**src/rsw_ram.sv**
```systemverilog
// ----------------------------------------------------------------------------
// rsw_ram
// Generic single-write, single-read RAM with registered read data.
// ----------------------------------------------------------------------------
module rsw_ram #(
  parameter int WIDTH = 8,
  parameter int DEPTH = 32
) (
  input  logic                     clk,
  input  logic                     we,
  input  logic [$clog2(DEPTH)-1:0] wa,
  input  logic [WIDTH-1:0]         wd,
  input  logic                     re,
  input  logic [$clog2(DEPTH)-1:0] ra,
  output logic [WIDTH-1:0]         rd
);

  logic [WIDTH-1:0] mem [DEPTH];
  logic [WIDTH-1:0] rd_r;

  always_ff @(posedge clk) begin
    if (we) begin
      mem[wa] <= wd;
    end
    if (re) begin
      rd_r <= mem[ra];
    end
  end

  assign rd = rd_r;

endmodule

```
**config.mk**
```make
export PLATFORM = sky130hd
export DESIGN_NAME = rsw_ram
export DESIGN_NICKNAME = d
export VERILOG_FILES = /design/src/rsw_ram.sv
export SDC_FILE = /design/constraint.sdc
export NUM_CORES = 1
export LEC_CHECK = 0
export ABC_CLOCK_PERIOD_IN_PS = 3000
export BUFFER_PORTS_ARGS = -buffer_cell sky130_fd_sc_hd__buf_2
export CAP_MARGIN = 30
export CORE_UTILIZATION = 61
export DETAILED_ROUTE_END_ITERATION = 16
export GPL_ROUTABILITY_DRIVEN = 0
export PLACE_DENSITY = 0.78
export SYNTH_ARGS = -nofsm -noshare
export SYNTH_HDL_FRONTEND = slang
export SYNTH_SLANG_ARGS = --single-unit
```
**constraint.sdc**
```tcl
create_clock -name clk -period 3 [get_ports clk]
set_clock_uncertainty 0.1 [all_clocks]
set_input_delay 0.6 -clock clk [delete_from_list [all_inputs] [get_ports clk]]
set_output_delay 0.6 -clock clk [all_outputs]
set_load 0.005 [all_outputs]
```
==> reports/results.txt, run 1 <==
Max clock buf depth: 3
fin cells: 719
gr usage total: 0.2610
CTS Root Cell: clkbuf_16
first-pass GRT wire length: 30480 um
initial antenna violation count: 1
Final Critical Period: 2.323 ns
crit share post-route: 0.7742
RSZ-0062 raised after global routing: no
Remaining DRCs: 0
drt total wl: 20840 um
worst r2r src: mem[18][6]$_DFFE_PP_
DRT iter0 DRCs: 646
status: complete, no violations
hold buffers post-CTS: 0
final setup vio count: 0
Netlist Area Pre-Place: 10130 um^2
nets: 506
Synth Register Bits: 264
commonest non-fill, non-tap cell in the layout: edfxtp_1
worst r2r path cells: 3
post-route ant nets: 0
Port Buffer Count: 28
max-cap check violation count: 0
Vias/cell: 6.627
Starting Density: 0.6311
total power: 7.499 mW
worst r2r dst: rd[6]$_DFFE_PP_
Netlist cell types: 14
clk sink count: 264
worst hold start: re
warnings from Yosys: 0
I/O Pins: 29
clock slew at reported path FFs: 0.06 ns
TNS Setup: 0 ns
slew at the pin with the worst max-slew slack: 0.8465 ns
Crit. End Element: flop
highest clock rate: 430.6 MHz
core area: 16060 um^2
Rel. slew slack: 0.4336
Max IR drop VDD: 0.0005047 V
Worst setup SP type: input port
CP max FO: 22
Placed Instances: 673
Min-Delay Path Depth: 1
register area share after synthesis: 0.7823
Synth Area per Inst: 24.30 um^2
WL per Instance: 28.98 um
CP arrival: 2.49 ns
grt ovf: 0
total CTS buffers: 26
Min-Delay Endpoint: rd[7]$_DFFE_PP_
FF-to-FF setup slack: 0.92 ns
Row Count: 46
Setup CP Type: input port to flop
syn nets: 438
Die W: 130.9 um
PD cells: 651.6 nW/um^2
H-tree depth: 1
final slew viol count: 0
largest cells by area after synthesis: edfxtp_1 78%, mux4_2 18%, nor2_1 1.2%, mux2_2 0.89%, buf_4 0.44%
share of cells above drive strength 1: 0.3625
Synth area leader: edfxtp_1
clk_lat worst skew: 0.52 ns
final hold violations: 0
setup bufs post-CTS: 0
vias: 4765
worst endpoint required time: 3.17 ns
vias in the first global route: 4738
Final HPWL DP: 12510 um
DIE AREA: 17130 um^2
top-area cell type share of the netlist area: 0.7823
chip height: 130.9 um
Lkg Pwr: 3.651 nW
Syn-to-layout area delta: 13.57%
DRT Pass-1 Iters: 5
most frequent cells in the layout: 264 x edfxtp_1, 80 x mux4_2, 33 x nor2_1
Hold WC Path Type: input port to flop
cells after synthesis: 417
post-CTS sizing: 0
CTS tree: yes
largest net degree at the start of global routing: 33
synthesized netlist by cell type:
| master | instances |
|---|---|
| buf_1 | 6 |
| buf_2 | 1 |
| buf_4 | 6 |
| buf_6 | 1 |
| clkbuf_1 | 6 |
| edfxtp_1 | 264 |
| mux2_2 | 8 |
| mux4_2 | 80 |
| nand2_1 | 1 |
| nand3_1 | 2 |
| nand3b_1 | 5 |
| nor2_1 | 33 |
| or3_1 | 1 |
| or3b_2 | 3 |
through the flow:
step / cell area [um^2] / utilization / setup slack, ns / hold slack (ns)
2_1_floorplan: 10130 / - / 0.3583 / 0.5989
3_3_place_gp: 10730 / 0.6682 / 0.1597 / 0.8546
3_5_place_dp: 10730 / 0.6682 / 0.1586 / 0.8696
4_1_cts: 11510 / 0.7165 / 0.6780 / 0.3265
5_1_grt: 11510 / 0.7165 / 0.6416 / 0.3347
6_report: 11510 / 0.7167 / 0.6775 / 0.3505
how the worst max path moves through the flow:
stage,end,startpoint,depth (start not counted),slack [ns]
2_1_floorplan,rd[0]$_DFFE_PP_,ra[2],5,0.36
3_3_place_gp,rd[7]$_DFFE_PP_,ra[0],5,0.16
3_5_place_dp,rd[7]$_DFFE_PP_,ra[0],5,0.16
4_1_cts,rd[7]$_DFFE_PP_,ra[0],5,0.68
5_1_grt,rd[6]$_DFFE_PP_,ra[0],5,0.64
6_report,rd[7]$_DFFE_PP_,ra[0],5,0.68
registers in the layout (all words and copies together), names as in the netlist:
name  count
mem     256
rd        8
per-layer routing:
layer	GRT usage	vias to the layer above	share of wire
met5	0	-	0
met4	0.06491	0	0.018
met3	0.04560	32	0.10
met2	0.3956	296	0.48
met1	0.4060	2520	0.40
li1	-	1917	-
kinds of logic (layout without fill, tap and decap cells):
logic type / Yosys count / count (layout) / synth area share
and+or+nand+nor: 45 / 45 / 0.02050
muxes: 88 / 88 / 0.1867
DFF: 264 / 264 / 0.7823
buffers and inverters: 20 / 105 / 0.01049
other: 0 / 1 / 0
power by group:
part | total [mW] | leakage, nW | internal, mW | switching [mW]
Clock | 2.97 | 0.374 | 1.72 | 1.25
Combinational | 0.391 | 0.893 | 0.172 | 0.219
Sequential | 4.13 | 2.38 | 4.12 | 0.0164
worst max-delay path, cell delays in order:
cell    delay [ns]
buf_4         0.22
buf_12        0.25
mux4_2        0.58
mux4_2        0.53
mux2_2        0.29
area by class of cell:
type,count,area (um^2)
Sequential cell,264,7928
Clock buffer,35,705.7
Tap cell,216,270.3
Multi-Input combinational cell,133,2100
Antenna cell,1,2.502
Fill cell,879,4549
Clock inverter,10,70.07
Timing Repair Buffer,60,432.9
(Power assumes the default switching activity.)
==> run 2, diff against run 1 <==
Settings changed: ABC_CLOCK_PERIOD_IN_PS 3000 to 2100, CORE_UTILIZATION 61 to 55, PLACE_DENSITY 0.78 to 0.75.
Clock period 3 ns to 2.1 ns, I/O delays scaled along.
==> reports/results.txt, run 2 (synthesized netlist as in run 1, its figures left out) <==
status: complete, no violations
Syn-to-layout area delta: 13.87%
start point of the critical path: mem[21][0]$_DFFE_PP_
nets: 513 (+1.4%)
Hold WC Path Type: input port to flop
clk sink count: 264 (unchanged)
final setup vio count: 0 (unchanged)
grt ovf: 0 (unchanged)
max-cap check violation count: 0 (unchanged)
final slew viol count: 0 (unchanged)
chip height: 137.7 um (+5.2%)
Final Critical Period: 2.066 ns
commonest non-fill, non-tap cell in the layout: edfxtp_1
setup bufs post-CTS: 0 (unchanged)
Rel. slew slack: 0.5709 (+0.1373)
crit share post-route: 0.9836
Setup CP Type: flop to flop
Max clock buf depth: 3 (unchanged)
H-tree depth: 1 (unchanged)
final hold violations: 0 (unchanged)
RSZ-0062 raised after global routing: no
Crit. End Element: flop
CTS Root Cell: clkbuf_16
CTS tree: yes
drt total wl: 20520 um (-1.5%)
DRT Pass-1 Iters: 5 (unchanged)
Max IR drop VDD: 0.0006540 V (+30%)
worst r2r src: mem[21][0]$_DFFE_PP_
vias: 4657 (-2.3%)
DRT iter0 DRCs: 526 (-19%)
post-CTS sizing: 0 (unchanged)
Starting Density: 0.5622 (-0.06886)
Largest register FFs: 256 (unchanged)
Row Count: 49 (+6.5%)
vias in the first global route: 4627 (-2.3%)
initial antenna violation count: 0 (-1)
PD cells: 898.8 nW/um^2 (+38%)
Worst setup SP type: flop
Biggest register: mem
highest clock rate: 484.1 MHz
Final HPWL DP: 12890 um (+3.0%)
largest net degree at the start of global routing: 37 (+12%)
clock slew at reported path FFs: 0.06 ns (about the same)
first-pass GRT wire length: 30280 um (-0.68%)
clk_lat worst skew: 0.51 ns (about the same)
post-route ant nets: 0 (unchanged)
Vias/cell: 6.336 (-4.4%)
CP arrival: 2.23 ns (-0.26 ns)
I/O Pins: 29 (unchanged)
slew at the pin with the worst max-slew slack: 0.6436 ns (-0.2029 ns)
CP max FO: 1 (-95%)
DIE AREA: 18970 um^2 (+11%)
gr usage total: 0.2329 (-0.02809)
TNS Setup: 0 ns (unchanged)
core area: 18020 um^2 (+12%)
worst hold start: re
total CTS buffers: 25 (-3.8%)
worst endpoint required time: 2.26 ns (-0.91 ns)
Lkg Pwr: 3.672 nW (+0.58%)
Post-Route Utilization: 0.6402 (-0.07654)
WL per Instance: 27.92 um (-3.7%)
share of cells above drive strength 1: 0.3735 (+0.01097)
hold buffers post-CTS: 0 (unchanged)
Port Buffer Count: 28 (unchanged)
Remaining DRCs: 0 (unchanged)
most frequent cells in the layout: 264 x edfxtp_1, 80 x mux4_2, 34 x buf_4
Die W: 137.7 um (+5.2%)
# diodes: 0 (-1)
## run 2: per-layer routing
metal | GRT usage | vias up | share of wire | wire length [um]
met5 | 0 | - | 0 | 0
met4 | 0.06401 | 0 | 0.019 | 390
met3 | 0.04415 | 30 | 0.091 | 1874
met2 | 0.3543 | 245 | 0.48 | 9833
met1 | 0.3511 | 2451 | 0.41 | 8421
li1 | - | 1931 | - | -
## run 2: critical path: stages, from the launching register on
cell	delay, ns
edfxtp_1	0.37
mux4_2	0.53
mux4_2	0.54
mux2_2	0.28
## run 2: report_power, final
part           switching (mW)  internal [mW]  leakage (nW)
Sequential             0.0252           5.88          2.38
Clock                    1.73           2.16         0.339
Combinational           0.314          0.258         0.949
Total                    2.07           8.31          3.67
## run 2: cell type report
class | instances | area [um^2]
timing repair buffer | 68 | 530.5
clock buffer | 31 | 648.1
fill | 1162 | 6486
multi-input combinational | 133 | 2100
tap | 229 | 286.5
sequential | 264 | 7928
clock inverter | 10 | 46.29
## run 2: per-stage QoR
step / power, mW / cell area [um^2] / setup slack (ns) / hold slack, ns / std cells
finish: 10.37 / 11540 / 0.03437 / 0.2063 / 735
global route: 10.64 / 11540 / 0.01608 / 0.1879 / 735
CTS: 10.43 / 11540 / 0.02617 / 0.1858 / 735
detailed placement: 6.590 / 10840 / -0.4587 / 0.7139 / 694
global placement: 6.567 / 10840 / -0.4365 / 0.7067 / 694
floorplan: 6.345 / 10240 / -0.1564 / 0.4189 / 417
## run 2: final timing paths
check | slack (ns) | cells after the start | endpoint
max | 0.03 | 3 | rd[0]$_DFFE_PP_
min | 0.21 | 1 | rd[7]$_DFFE_PP_
max reg2reg | 0.03 | 3 | rd[0]$_DFFE_PP_
min reg2reg | 0.90 | 3 | rd[6]$_DFFE_PP_
